==> config.mk <==
export PLATFORM = sky130hd
export DESIGN_NAME = running_newton_cotes_integrator_unit
export DESIGN_NICKNAME = d
export VERILOG_FILES = /design/src/rtl/rnci_pkg.sv /design/src/rtl/rnci_seq.sv /design/src/rtl/rnci_mul.sv /design/src/rtl/running_newton_cotes_integrator_unit.sv
export SDC_FILE = /design/constraint.sdc
export NUM_CORES = 2
export LEC_CHECK = 0
export ABC_CLOCK_PERIOD_IN_PS = 40300
export BUFFER_PORTS_ARGS = -buffer_cell sky130_fd_sc_hd__buf_2
export CAP_MARGIN = 20
export CORE_AREA = 2 2 420 422
export DETAILED_ROUTE_END_ITERATION = 6
export DIE_AREA = 0 0 422 424
export HOLD_SLACK_MARGIN = 0.08
export PLACE_DENSITY = 0.63
export SETUP_SLACK_MARGIN = 0.1
export SLEW_MARGIN = 40
export SYNTH_ARGS = -nofsm -noshare
export SYNTH_HDL_FRONTEND = slang
export SYNTH_SLANG_ARGS = --single-unit
==> constraint.sdc <==
create_clock -name clk -period 40.3 [get_ports clk]
set_input_delay 6.045 -clock clk [delete_from_list [all_inputs] [get_ports clk]]
set_output_delay 6.045 -clock clk [all_outputs]
set_load 0.02 [all_outputs]
==> src/rtl/rnci_pkg.sv <==
// ----------------------------------------------------------------------------
// rnci_pkg: shared definitions for the running Newton-Cotes integrator
// Widths, register indexes, microcode field codes, the control word, the
// sequencer program and the Q2.30 Newton-Cotes coefficient table.
// ----------------------------------------------------------------------------
package rnci_pkg;

  // Default widths for the top-level parameters.
  localparam int SAMPLE_WIDTH_DEF = 32;
  localparam int ACC_WIDTH_DEF    = 64;

  // Fixed datapath widths.
  localparam int MAG_W      = 64;   // magnitude of the wide multiplier operand
  localparam int HALF_W     = 32;   // one partial-product slice
  localparam int PROD_W     = 96;   // full product register
  localparam int COEF_W     = 33;   // signed Q2.30 coefficient, magnitude below 3
  localparam int OUT_W      = 64;   // result width
  localparam int CFG_IDX_W  = 2;
  localparam int CFG_DATA_W = 32;
  localparam int METHOD_W   = 4;
  localparam int PHASE_W    = 4;
  localparam int PC_W       = 4;

  // Product shifts back to Q32.32.
  localparam int SH_TERM = 14;
  localparam int SH_PROD = 16;

  // Configuration register indexes.
  localparam logic [CFG_IDX_W-1:0] REG_METHOD = 2'd0;
  localparam logic [CFG_IDX_W-1:0] REG_EVEN   = 2'd1;
  localparam logic [CFG_IDX_W-1:0] REG_STEP   = 2'd2;
  localparam logic [CFG_IDX_W-1:0] REG_SCALE  = 2'd3;

  // Operand A select.
  localparam logic [1:0] A_SAMPLE = 2'd0;
  localparam logic [1:0] A_CHUNK  = 2'd1;
  localparam logic [1:0] A_TOTAL  = 2'd2;

  // Operand B select.
  localparam logic [1:0] B_COEF   = 2'd0;
  localparam logic [1:0] B_COEF0  = 2'd1;
  localparam logic [1:0] B_STEP   = 2'd2;
  localparam logic [1:0] B_SCALE  = 2'd3;

  // Multiplier operation.
  localparam logic [1:0] MUL_NONE = 2'd0;
  localparam logic [1:0] MUL_LO   = 2'd1;
  localparam logic [1:0] MUL_HI   = 2'd2;

  // Product finish: shift and saturation width.
  localparam logic [1:0] FIN_NONE  = 2'd0;
  localparam logic [1:0] FIN_ACC14 = 2'd1;
  localparam logic [1:0] FIN_ACC16 = 2'd2;
  localparam logic [1:0] FIN_OUT16 = 2'd3;

  // Register writeback.
  localparam logic [2:0] WB_NONE      = 3'd0;
  localparam logic [2:0] WB_SUM_ADD   = 3'd1;
  localparam logic [2:0] WB_TOTAL_ADD = 3'd2;
  localparam logic [2:0] WB_OUT       = 3'd3;
  localparam logic [2:0] WB_SUM_LOAD  = 3'd4;

  // Sequencing.
  localparam logic [1:0] SEQ_NEXT         = 2'd0;
  localparam logic [1:0] SEQ_DONE_IF_OPEN = 2'd1;
  localparam logic [1:0] SEQ_WAIT_OUT     = 2'd2;
  localparam logic [1:0] SEQ_DONE         = 2'd3;

  typedef struct packed {
    logic [1:0] a_sel;
    logic [1:0] b_sel;
    logic [1:0] mul_op;
    logic [1:0] fin;
    logic [2:0] wb;
    logic [1:0] seq;
  } ctrl_t;

  // Datapath conditions seen by the sequencer.
  typedef struct packed {
    logic open;      // the current sample does not close its chunk
    logic out_free;  // the output register can take a result this cycle
  } stat_t;

  localparam ctrl_t CTRL_IDLE = '{a_sel: A_SAMPLE, b_sel: B_COEF, mul_op: MUL_NONE,
                                  fin: FIN_NONE, wb: WB_NONE, seq: SEQ_DONE};

  function automatic ctrl_t cw(logic [1:0] a, logic [1:0] b, logic [1:0] m,
                               logic [1:0] f, logic [2:0] w, logic [1:0] s);
    ctrl_t c;
    c.a_sel  = a;
    c.b_sel  = b;
    c.mul_op = m;
    c.fin    = f;
    c.wb     = w;
    c.seq    = s;
    return c;
  endfunction

  // Sequencer program: term, then on a chunk close the total update, the
  // scaled result and the opening term of the next chunk.
  function automatic ctrl_t ucode(logic [PC_W-1:0] pc);
    ctrl_t c;
    unique case (pc)
      4'd0:  c = cw(A_SAMPLE, B_COEF,  MUL_LO,   FIN_NONE,  WB_NONE,      SEQ_NEXT);
      4'd1:  c = cw(A_SAMPLE, B_COEF,  MUL_HI,   FIN_NONE,  WB_NONE,      SEQ_NEXT);
      4'd2:  c = cw(A_SAMPLE, B_COEF,  MUL_NONE, FIN_ACC14, WB_NONE,      SEQ_NEXT);
      4'd3:  c = cw(A_SAMPLE, B_COEF,  MUL_NONE, FIN_NONE,  WB_SUM_ADD,   SEQ_DONE_IF_OPEN);
      4'd4:  c = cw(A_CHUNK,  B_STEP,  MUL_LO,   FIN_NONE,  WB_NONE,      SEQ_NEXT);
      4'd5:  c = cw(A_CHUNK,  B_STEP,  MUL_HI,   FIN_NONE,  WB_NONE,      SEQ_NEXT);
      4'd6:  c = cw(A_CHUNK,  B_STEP,  MUL_NONE, FIN_ACC16, WB_NONE,      SEQ_NEXT);
      4'd7:  c = cw(A_CHUNK,  B_STEP,  MUL_NONE, FIN_NONE,  WB_TOTAL_ADD, SEQ_NEXT);
      4'd8:  c = cw(A_TOTAL,  B_SCALE, MUL_LO,   FIN_NONE,  WB_NONE,      SEQ_NEXT);
      4'd9:  c = cw(A_TOTAL,  B_SCALE, MUL_HI,   FIN_NONE,  WB_NONE,      SEQ_NEXT);
      4'd10: c = cw(A_TOTAL,  B_SCALE, MUL_NONE, FIN_OUT16, WB_NONE,      SEQ_NEXT);
      4'd11: c = cw(A_TOTAL,  B_SCALE, MUL_NONE, FIN_NONE,  WB_OUT,       SEQ_WAIT_OUT);
      4'd12: c = cw(A_SAMPLE, B_COEF0, MUL_LO,   FIN_NONE,  WB_NONE,      SEQ_NEXT);
      4'd13: c = cw(A_SAMPLE, B_COEF0, MUL_HI,   FIN_NONE,  WB_NONE,      SEQ_NEXT);
      4'd14: c = cw(A_SAMPLE, B_COEF0, MUL_NONE, FIN_ACC14, WB_NONE,      SEQ_NEXT);
      4'd15: c = cw(A_SAMPLE, B_COEF0, MUL_NONE, FIN_NONE,  WB_SUM_LOAD,  SEQ_DONE);
      default: c = CTRL_IDLE;
    endcase
    return c;
  endfunction

  // Closed Newton-Cotes weights in Q2.30, rounded to nearest.
  // m is the number of subintervals (1..8), k the point within the chunk.
  function automatic logic signed [COEF_W-1:0] nc_coef(logic [METHOD_W-1:0] m,
                                                       logic [PHASE_W-1:0] k);
    logic signed [COEF_W-1:0] c;
    logic [PHASE_W-1:0] j;
    c = '0;
    // Every rule is symmetric, so fold the upper half onto the lower.
    j = (k > (m >> 1)) ? PHASE_W'(m - k) : k;
    case (m)
      4'd1: c = 33'sd536870912;
      4'd2: begin
        case (j)
          4'd0:    c = 33'sd357913941;
          default: c = 33'sd1431655765;
        endcase
      end
      4'd3: begin
        case (j)
          4'd0:    c = 33'sd402653184;
          default: c = 33'sd1207959552;
        endcase
      end
      4'd4: begin
        case (j)
          4'd0:    c = 33'sd334053012;
          4'd1:    c = 33'sd1527099483;
          default: c = 33'sd572662306;
        endcase
      end
      4'd5: begin
        case (j)
          4'd0:    c = 33'sd354185671;
          4'd1:    c = 33'sd1398101333;
          default: c = 33'sd932067556;
        endcase
      end
      4'd6: begin
        case (j)
          4'd0:    c = 33'sd314452963;
          4'd1:    c = 33'sd1656630243;
          4'd2:    c = 33'sd207078780;
          default: c = 33'sd2086126972;
        endcase
      end
      4'd7: begin
        case (j)
          4'd0:    c = 33'sd326658609;
          4'd1:    c = 33'sd1555869302;
          4'd2:    c = 33'sd575458509;
          default: c = 33'sd1300109964;
        endcase
      end
      4'd8: begin
        case (j)
          4'd0:    c = 33'sd299662974;
          4'd1:    c = 33'sd1784040031;
          4'd2:    c = -33'sd281180222;
          4'd3:    c = 33'sd3180245273;
          default: c = -33'sd1375601518;
        endcase
      end
      default: c = '0;
    endcase
    return c;
  endfunction

endpackage

==> src/rtl/rnci_seq.sv <==
// ----------------------------------------------------------------------------
// rnci_seq: microcode sequencer
// Step counter over the program in the package; issues one control word per
// cycle and follows the conditional jumps on the datapath status.
// ----------------------------------------------------------------------------
module rnci_seq (
  input  logic           clk,
  input  logic           rst,
  input  logic           start,
  input  rnci_pkg::stat_t stat,
  output rnci_pkg::ctrl_t ctrl,
  output logic           busy
);
  import rnci_pkg::*;

  logic [PC_W-1:0] pc;
  ctrl_t           word;

  // Fetch the control word of the current step.
  assign word = ucode(pc);
  assign ctrl = busy ? word : CTRL_IDLE;

  // Step counter and run flag.
  always_ff @(posedge clk) begin
    if (rst) begin
      pc   <= '0;
      busy <= 1'b0;
    end else if (!busy) begin
      pc <= '0;
      if (start) begin
        busy <= 1'b1;
      end
    end else begin
      unique case (word.seq)
        SEQ_NEXT: begin
          pc <= pc + PC_W'(1);
        end
        SEQ_DONE_IF_OPEN: begin
          if (stat.open) begin
            pc   <= '0;
            busy <= 1'b0;
          end else begin
            pc <= pc + PC_W'(1);
          end
        end
        SEQ_WAIT_OUT: begin
          if (stat.out_free) begin
            pc <= pc + PC_W'(1);
          end
        end
        SEQ_DONE: begin
          pc   <= '0;
          busy <= 1'b0;
        end
        default: begin
          pc   <= '0;
          busy <= 1'b0;
        end
      endcase
    end
  end

endmodule

==> src/rtl/rnci_mul.sv <==
// ----------------------------------------------------------------------------
// rnci_mul: shared multiplier unit
// Sign-magnitude 64 x 32 multiply built from two 32 x 32 partial products,
// the low slice first and the high slice added on top, then a finish step
// that shifts, truncates toward zero, saturates and restores the sign.
// ----------------------------------------------------------------------------
module rnci_mul #(
  parameter int ACC_WIDTH = rnci_pkg::ACC_WIDTH_DEF
) (
  input  logic                                clk,
  input  rnci_pkg::ctrl_t                     ctrl,
  input  logic signed [rnci_pkg::MAG_W-1:0]  opa,
  input  logic signed [rnci_pkg::COEF_W-1:0] opb,
  output logic signed [rnci_pkg::OUT_W-1:0]  fin
);
  import rnci_pkg::*;

  localparam logic [MAG_W-1:0] LIM_ACC = MAG_W'(1) << (ACC_WIDTH - 1);
  localparam logic [MAG_W-1:0] LIM_OUT = MAG_W'(1) << (OUT_W - 1);

  logic [MAG_W-1:0]  a_mag;
  logic [COEF_W-1:0] b_abs;
  logic [HALF_W-1:0] b_mag;
  logic [HALF_W-1:0] a_slice;
  logic [MAG_W-1:0]  pp;
  logic [PROD_W-1:0] prod;
  logic              neg;
  logic [PROD_W-1:0] shifted;
  logic [MAG_W-1:0]  lim;
  logic [MAG_W-1:0]  mag;

  // Operand magnitudes and the single 32 x 32 multiplier.
  always_comb begin
    a_mag   = opa[MAG_W-1] ? MAG_W'(-opa) : MAG_W'(opa);
    b_abs   = opb[COEF_W-1] ? COEF_W'(-opb) : COEF_W'(opb);
    b_mag   = b_abs[HALF_W-1:0];
    a_slice = (ctrl.mul_op == MUL_HI) ? a_mag[MAG_W-1:HALF_W] : a_mag[HALF_W-1:0];
    pp      = MAG_W'(a_slice) * MAG_W'(b_mag);
  end

  // Partial product accumulation; the sign is taken with the low slice.
  always_ff @(posedge clk) begin
    case (ctrl.mul_op)
      MUL_LO: begin
        prod <= PROD_W'(pp);
        neg  <= opa[MAG_W-1] ^ opb[COEF_W-1];
      end
      MUL_HI: begin
        prod <= prod + {pp, {HALF_W{1'b0}}};
      end
      default: begin
        prod <= prod;
      end
    endcase
  end

  // Shift, saturate to the target width and apply the sign.
  always_comb begin
    shifted = (ctrl.fin == FIN_ACC14) ? (prod >> SH_TERM) : (prod >> SH_PROD);
    lim     = ((ctrl.fin == FIN_OUT16) ? LIM_OUT : LIM_ACC) - {{(MAG_W-1){1'b0}}, ~neg};
    mag     = (shifted > PROD_W'(lim)) ? lim : shifted[MAG_W-1:0];
  end

  always_ff @(posedge clk) begin
    if (ctrl.fin != FIN_NONE) begin
      fin <= neg ? -$signed(mag) : $signed(mag);
    end
  end

endmodule

==> src/rtl/running_newton_cotes_integrator_unit.sv <==
// A sample that does not close a chunk keeps the unit busy for its term only;
// one that closes a chunk keeps it busy through the term, the total update,
// the scaled result and the opening term of the next chunk; its result is
// loaded into the output register after the total update, later if that
// register is held. A new sample is taken only while the unit is idle, since
// every product goes through the single shared 32 x 32 multiplier twice.
// Reset: synchronous; configuration registers take defaults, running sums clear.
// ----------------------------------------------------------------------------
// running_newton_cotes_integrator_unit: running composite Newton-Cotes integral
// Accumulates coefficient-weighted samples per chunk, folds each closed chunk
// into the total with the step size and emits the scaled, saturated total.
// ----------------------------------------------------------------------------
module running_newton_cotes_integrator_unit #(
  parameter int SAMPLE_WIDTH = rnci_pkg::SAMPLE_WIDTH_DEF,
  parameter int ACC_WIDTH    = rnci_pkg::ACC_WIDTH_DEF
) (
  input  logic                                   clk,
  input  logic                                   rst,
  input  logic                                   cfg_valid,
  output logic                                   cfg_ready,
  input  logic [rnci_pkg::CFG_IDX_W-1:0]         cfg_index,
  input  logic [rnci_pkg::CFG_DATA_W-1:0]        cfg_data,
  input  logic                                   in_valid,
  output logic                                   in_ready,
  input  logic signed [SAMPLE_WIDTH-1:0]         sample,
  output logic                                   out_valid,
  input  logic                                   out_ready,
  output logic signed [rnci_pkg::OUT_W-1:0]      integral
);
  import rnci_pkg::*;

  localparam logic signed [ACC_WIDTH-1:0] ACC_MAX = {1'b0, {(ACC_WIDTH-1){1'b1}}};
  localparam logic signed [ACC_WIDTH-1:0] ACC_MIN = {1'b1, {(ACC_WIDTH-1){1'b0}}};

  // Configuration registers.
  logic [METHOD_W-1:0]          method;
  logic                         even_start;
  logic signed [CFG_DATA_W-1:0] step_size;
  logic signed [CFG_DATA_W-1:0] scale;

  // Integration state.
  logic [PHASE_W-1:0]           phase;
  logic [PHASE_W-1:0]           cur_phase;
  logic                         started;
  logic                         halve;
  logic                         close;
  logic signed [ACC_WIDTH-1:0]  chunk_sum;
  logic signed [ACC_WIDTH-1:0]  total;
  logic signed [SAMPLE_WIDTH-1:0] sample_q;

  ctrl_t                        ctrl;
  stat_t                        stat;
  logic                         busy;
  logic                         start;
  logic [METHOD_W-1:0]          m_eff;
  logic [PHASE_W-1:0]           ps;
  logic                         even_go;

  logic signed [MAG_W-1:0]      opa;
  logic signed [COEF_W-1:0]     opb;
  logic signed [OUT_W-1:0]      fin;
  logic signed [ACC_WIDTH-1:0]  term;
  logic signed [ACC_WIDTH-1:0]  term_half;
  logic signed [ACC_WIDTH-1:0]  add_a;
  logic signed [ACC_WIDTH-1:0]  add_b;
  logic signed [ACC_WIDTH:0]    add_sum;
  logic signed [ACC_WIDTH-1:0]  add_res;

  assign cfg_ready = 1'b1;
  assign in_ready  = !busy;
  assign start     = in_valid && in_ready;

  // Configuration write port.
  always_ff @(posedge clk) begin
    if (rst) begin
      method     <= METHOD_W'(1);
      even_start <= 1'b0;
      step_size  <= 32'sd65536;
      scale      <= 32'sd65536;
    end else if (cfg_valid && cfg_ready) begin
      unique case (cfg_index)
        REG_METHOD: method     <= cfg_data[METHOD_W-1:0];
        REG_EVEN:   even_start <= cfg_data[0];
        REG_STEP:   step_size  <= $signed(cfg_data);
        REG_SCALE:  scale      <= $signed(cfg_data);
        default:    method     <= method;
      endcase
    end
  end

  // Method clamped to the supported rules.
  always_comb begin
    if (method == '0) begin
      m_eff = METHOD_W'(1);
    end else if (method > METHOD_W'(8)) begin
      m_eff = METHOD_W'(8);
    end else begin
      m_eff = method;
    end
  end

  // Phase of an incoming sample; the very first one may start mid-chunk.
  always_comb begin
    even_go = !started && even_start && !m_eff[0];
    if (!started) begin
      ps = even_go ? PHASE_W'(m_eff >> 1) : '0;
    end else begin
      ps = (phase > PHASE_W'(m_eff)) ? PHASE_W'(m_eff) : phase;
    end
  end

  always_ff @(posedge clk) begin
    if (rst) begin
      phase     <= '0;
      cur_phase <= '0;
      started   <= 1'b0;
      halve     <= 1'b0;
      close     <= 1'b0;
    end else if (start) begin
      started   <= 1'b1;
      cur_phase <= ps;
      halve     <= even_go;
      close     <= (ps == PHASE_W'(m_eff));
      phase     <= (ps == PHASE_W'(m_eff)) ? PHASE_W'(1) : ps + PHASE_W'(1);
    end
  end

  always_ff @(posedge clk) begin
    if (start) begin
      sample_q <= sample;
    end
  end

  // Multiplier operand selection.
  always_comb begin
    case (ctrl.a_sel)
      A_CHUNK: opa = MAG_W'(chunk_sum);
      A_TOTAL: opa = MAG_W'(total);
      default: opa = MAG_W'(sample_q);
    endcase
    case (ctrl.b_sel)
      B_COEF0: opb = nc_coef(m_eff, '0);
      B_STEP:  opb = COEF_W'(step_size);
      B_SCALE: opb = COEF_W'(scale);
      default: opb = nc_coef(m_eff, cur_phase);
    endcase
  end

  rnci_mul #(
    .ACC_WIDTH(ACC_WIDTH)
  ) u_mul (
    .clk (clk),
    .ctrl(ctrl),
    .opa (opa),
    .opb (opb),
    .fin (fin)
  );

  // Saturating accumulate; the halved centre term truncates toward zero.
  always_comb begin
    term      = fin[ACC_WIDTH-1:0];
    term_half = $signed(term + ACC_WIDTH'(term[ACC_WIDTH-1])) >>> 1;
    add_a     = (ctrl.wb == WB_TOTAL_ADD) ? total : chunk_sum;
    add_b     = (ctrl.wb == WB_SUM_ADD && halve) ? term_half : term;
    add_sum   = {add_a[ACC_WIDTH-1], add_a} + {add_b[ACC_WIDTH-1], add_b};
    if (add_sum[ACC_WIDTH] != add_sum[ACC_WIDTH-1]) begin
      add_res = add_sum[ACC_WIDTH] ? ACC_MIN : ACC_MAX;
    end else begin
      add_res = add_sum[ACC_WIDTH-1:0];
    end
  end

  always_ff @(posedge clk) begin
    if (rst) begin
      chunk_sum <= '0;
      total     <= '0;
    end else begin
      case (ctrl.wb)
        WB_SUM_ADD:   chunk_sum <= add_res;
        WB_SUM_LOAD:  chunk_sum <= term;
        WB_TOTAL_ADD: total     <= add_res;
        default:      total     <= total;
      endcase
    end
  end

  // Output register: holds a result beat until it is taken.
  assign stat.open     = !close;
  assign stat.out_free = !out_valid || out_ready;

  always_ff @(posedge clk) begin
    if (rst) begin
      out_valid <= 1'b0;
    end else if (ctrl.wb == WB_OUT && stat.out_free) begin
      out_valid <= 1'b1;
    end else if (out_ready) begin
      out_valid <= 1'b0;
    end
  end

  always_ff @(posedge clk) begin
    if (ctrl.wb == WB_OUT && stat.out_free) begin
      integral <= fin;
    end
  end

  rnci_seq u_seq (
    .clk  (clk),
    .rst  (rst),
    .start(start),
    .stat (stat),
    .ctrl (ctrl),
    .busy (busy)
  );

endmodule

Word level (Yosys, flattened, before mapping)
Memories as Yosys holds them, arrays and structs flattened. A register that Yosys moved wholly into a read port is not among the register bits. Cells that the tools add are included. Widths: inputs -> output; s select.

Register bits: 471. Bits in read-only memories: 208. Bits of input ports: 71. Output and inout port bits: 67. Logic and storage cells: 148. Memories kept: 1.

Add/sub/neg operators: 10. Multipliers: 1. $lt $le $gt $ge: 5. Eq/ne operators: 35. Muxes and demuxes: 50. Bitwise gates (word level): 3. Reduce and logical (&&, ||, !) cells: 24.

Memories: (name not given) (words 16, bits a word 13, rd ports 1, clocked after Yosys merged registers in 1, write ports 0, line rnci_pkg.sv:103) `unique case (pc)`.

Operators by type and width (number): $pmux 33 s8 (2); $mux 64 (7); $pmux 31 s3 (4); $pmux 33 s4 (2); $pmux 64 s2 (2); $pmux 31 s2 (4); $pmux 96 s2 (1); $neg 64->64 (2); $mux 31 (4); $pmux 33 s3 (1); $add 96x96->96 (1); $gt 96x64->1 (1); $mux 82 (1); $add 64x64->65 (1); $add 64x1->64 (1); $mul 32x32->64 (1); $mux 32 (2); $sub 64x1->64 const A (1); $mux 4 (11); $neg 32->32 (1); $eq 4x2->1 const B (6); $eq 2x2->1 const B (8); $eq 4x3->1 const B (4); $pmux 4 s4 (1); other kinds (29) (59).

Depth between registers and ports, before layout
Depth in word-level cells: 14. Gate-level depth with buffers: 67. Depth with buffers taken out: 61.

By module
Synthesis repeated with hierarchy kept, for this count alone.

Cell total of the unflattened synthesis: 8704. Area, all modules: 70874.2 sq um.

Modules (own cells, without submodules): rnci_mul (instances 1, cells each 5800, area each 49138.4 sq um, seq. area each 4414.2 sq um); running_newton_cotes_integrator_unit (instances 1, cells each 2821, area each 20977.6 sq um, seq. area each 7066.8 sq um); rnci_seq (instances 1, cells each 83, area each 758.2 sq um, seq. area each 360.3 sq um).

Worst setup path before layout
Ideal clock, no wire load.

Path kind: register to register. Start: register method[3]. End: register u_mul.prod[91], data pin. Library setup time: 0.255 ns. Data arrival time: 14.909 ns. Data required time: 40.045 ns. Slack: 25.136 ns. Stages on the path, launching flop included: 61. Path buffers: 8. Clock period less this slack: 15.164 ns. Cell sequence: dfxtp_1 clkbuf_1 buf_1 clkbuf_1 nor3_1 nand2b_1 inv_1 ha_1 inv_1 fa_1 xor2_1 a211oi_1 nand3_1 a22o_1 buf_2 o31ai_1 o32a_1 clkbuf_1 [... 25 more ...] a21oi_1 o21ai_1 a21oi_1 o21bai_1 a211oi_1 a311o_1 xnor2_1 ha_1 nand2_1 o21ai_0 nor2_1 or4_1 a21oi_1 o221ai_1 o31a_1 o21ba_2 xnor2_1 and2_1.

Longest elaborated chain between the ends: 14. Elaborated cells on any way between the ends: 47. Classes of those cells: 3 x add/sub; 1 x mul; 3 x order compare; 14 x eq/ne; 23 x mux; 3 x reduce/logical.

Ends and longest elaborated chain: start, declared (line running_newton_cotes_integrator_unit.sv:36) `logic [METHOD_W-1:0] method;`; start signal, assigned (line running_newton_cotes_integrator_unit.sv:82) `REG_METHOD: method <= cfg_data[METHOD_W-1:0];`; start signal, assigned (line running_newton_cotes_integrator_unit.sv:86) `default: method <= method;`; $gt 4x4->1 (line running_newton_cotes_integrator_unit.sv:95) `end else if (method > METHOD_W'(8)) begin`; $mux 4 (line running_newton_cotes_integrator_unit.sv:95); $mux 4 (*) (line running_newton_cotes_integrator_unit.sv:93) `if (method == '0) begin`; $sub 4x4->4, or another cell as far along (line rnci_pkg.sv:133) `j = (k > (m >> 1)) ? PHASE_W'(m - k) : k;`; $mux 4 (line rnci_pkg.sv:133); $eq 4x2->1, or another cell as far along (line rnci_pkg.sv:179) `case (j)`; $pmux 33 s4, or another cell as far along (line rnci_pkg.sv:179); $pmux 33 s8 (line rnci_pkg.sv:134) `case (m)`; $pmux 33 s3 (*) (line running_newton_cotes_integrator_unit.sv:141) `case (ctrl.b_sel)`; $neg 32->32 (line rnci_mul.sv:35) `b_abs = opb[COEF_W-1] ? COEF_W'(-opb) : COEF_W'(opb);`; $mux 32 (*) (line rnci_mul.sv:35); $mul 32x32->64 (*) (line rnci_mul.sv:38) `pp = MAG_W'(a_slice) * MAG_W'(b_mag);`; $add 96x96->96 (*) (line rnci_mul.sv:49) `prod <= prod + {pp, {HALF_W{1'b0}}};`; $pmux 96 s2 (*) (line rnci_mul.sv:43) `case (ctrl.mul_op)`; end signal, assigned (line rnci_mul.sv:45) `prod <= PROD_W'(pp);`; end signal, assigned (line rnci_mul.sv:49); end signal, assigned (line rnci_mul.sv:52) `prod <= prod;`; end, declared (line rnci_mul.sv:26) `logic [PROD_W-1:0] prod;`.

Mark *: on every way between the ends. The rest lies on a longest branch, timed or not. A chain may end at the register's enable or synchronous reset.

Worst setup path after layout
Same ends and word-level chain as after synthesis.

==> out/results.ini <==
[worst_setup_path]
startpoint=method[3]
cp.required_ns=40.73
timing.rr.end=u_mul.prod[91]
worstSetupPathType=reg -> reg
rr_startpoint=method[3]
arrival_ns=18.38
cpMaxStageDelayCell=o21ai_0
rr_worst_depth=54
critPathMaxFanout=31
end_kind=register
crit_end=u_mul.prod[91]
cpMostUsedCell=fa_1
startpoint_type=register
max_stage_delay_ns=0.70
reg2reg_slack_ns=22.36

[finish]
area_growth_pct=8.406
layout.nets=9869
n_antenna_cell=0
final_common_cell=nand2_1
final_cell_mix=nand2_1, inv_1, fa_1, nor2_1, a21oi_1
layout-drive-gt1-share_pct=6.746
fillers=17510
final_core_util_pct=42.89

[yosys]
synth-async-reset-ratio_pct=0
synth_edf_count=243
synth_cells=8531
ys_seq_elements=470
synth_flop_cell=edfxtp_1
syn_nets=9984
syn_area_um2=69230
ys_warn_count=0
syn_area_per_cell_um2=8.115
ys_types=95
ys_seq_area_share_pct=17.11

[hold_path]
min_path_type=reg -> reg
hold_depth=2

[sta]
worstMarginPinSlew_ns=0.8967
rsz0062_at_grt=false
fmax_mhz=55.73
setup_viol=0
max_slew_margin_pct=40.22
post-route-period-util_pct=44.52
period_needed_ns=17.94
fin_tns_setup_ns=0
hold_violations=0
drv_slew=0
fin_skew_ns=0.03267

[grt]
grt_use_total_pct=27.55
grtUsageMet1_pct=35.93
grtUsageMet2_pct=44.22
groute.layer.met3.usage_pct=4.609
grt_max_degree=98
grt-busiest-layer=met2
overflow=0
antenna_found_initial=6
grt_pass1_vias=62190
grt_pass1_wl_um=380500

[floorplan]
io_pins=138
start_util_pct=39.57
core-area_um2=175000
rows=154
fp.dieH_um=424
die_w_um=422
dieArea_um2=178900

[clocking]
ctsResizeCount=0
clock_latency_ns=0.70
cts_setup_buffers=0
cts_tree=built
cts.sinks=470
clk_pin_slew_ns=0.06
cts-root-buf=clkbuf_16
cts_hold_buf=0
h-tree-depth=2
clock_path_buffers=3
cts_made_buffers=56

[route]
vias=62870
drc=1
viasPerCell=5.819
first_iter_violations=6280
wl_um=250600
dr.pass1.iters=7
routedWlPerCell_um=23.20
ant_nets=0

[status]
status=finished, violations left
violations=DRC

[run]
drv_cap=0

[placement]
io_buffer_count=136
hpwl_um=194100
place.gp.congestion=0.9908

==> metal layers <==
metal	vias to the layer above	wire length [um]
met5	-	0
met3	652	21610
met2	3036	114600
met1	31230	100100
li1	27950	-
met4	0	14320
==> sequential cells by signal, summed over array words and instances, names as in the netlist, 13 cells and up <==
name        cells
sample_q       32
integral       64
total          64
u_mul.prod     82
chunk_sum      64
u_mul.fin      64
u_seq.word     13
scale          32
step_size      32
==> cell families after synthesis <==
kind of cell,synth area share [%]
xor gates and xnor gates,3.633
AOI/OAI and AO/OA,16.02
buffers and inverters,8.674
adders and majority gates,34.79
and+or+nand+nor,18.43
muxes,1.347
DFF,17.11
other,0.005417
==> worst max-delay path, delay by kind of cell (launching register included) <==
family	cells	cell delay, ns
buffers and inverters	10	2.45
XOR/XNOR	3	0.67
flip-flops	1	0.30
AO/OA/AOI/OAI	17	6.19
adder cells (fa/ha/maj)	12	5.29
AND/OR/NAND/NOR	12	2.77
==> how the worst min path moves through the flow <==
| stage | startpoint | to | slack, ns |
|---|---|---|---|
| final | scale[30] | scale[30] | 0.45 |
| after global routing | step_size[7] | step_size[7] | 0.47 |
| after CTS | scale[30] | scale[30] | 0.46 |
| after detailed placement | scale[30] | scale[30] | 0.45 |
| after global placement | scale[29] | scale[29] | 0.44 |
| after floorplan | u_mul.fin[33] | integral[33] | 0.42 |
==> area by class of cell <==
class	count	area, um2	share of cell area [%]
clock buffer	65	1476	1.967
clock inverter	41	455.4	0.6069
inverter	1124	4219	5.622
multi-input combinational	6471	52210	69.57
sequential	470	11840	15.78
tap	2340	2928	3.901
timing repair buffer	293	1918	2.556
==> cells in the mapped netlist (all sizes together) (105+ instances only) <==
| cell type | instances | share of area [%] |
|---|---|---|
| a21o | 160 | 1.7 |
| a21oi | 538 | 3.9 |
| a22oi | 105 | 1.1 |
| and2 | 122 | 1.1 |
| clkbuf | 418 | 2.3 |
| dfxtp | 227 | 6.6 |
| edfxtp | 243 | 11 |
| fa | 899 | 26 |
| ha | 483 | 8.7 |
| inv | 1119 | 6.1 |
| nand2 | 1434 | 7.8 |
| nand3 | 140 | 1.0 |
| nor2 | 843 | 4.6 |
| nor3 | 106 | 0.77 |
| o21ai | 348 | 2.5 |
| xnor2 | 180 | 2.3 |
==> per-stage QoR <==
| step | hold slack, ns | area (um2) | setup slack, ns | cells |
|---|---|---|---|---|
| after CTS | 0.4555 | 74960 | 22.62 | 10800 |
| after global routing | 0.4686 | 75050 | 21.50 | 10800 |
| after global placement | 0.4390 | 72730 | 22.85 | 10690 |
| final | 0.4534 | 75050 | 22.36 | 10800 |
| after detailed placement | 0.4469 | 73030 | 22.62 | 10700 |
| after floorplan | 0.4206 | 69230 | 25.14 | 8531 |
Power is left out: the tool's default activity adds up to more than one toggle a clock period on the data nets, which glitch-free logic cannot reach.
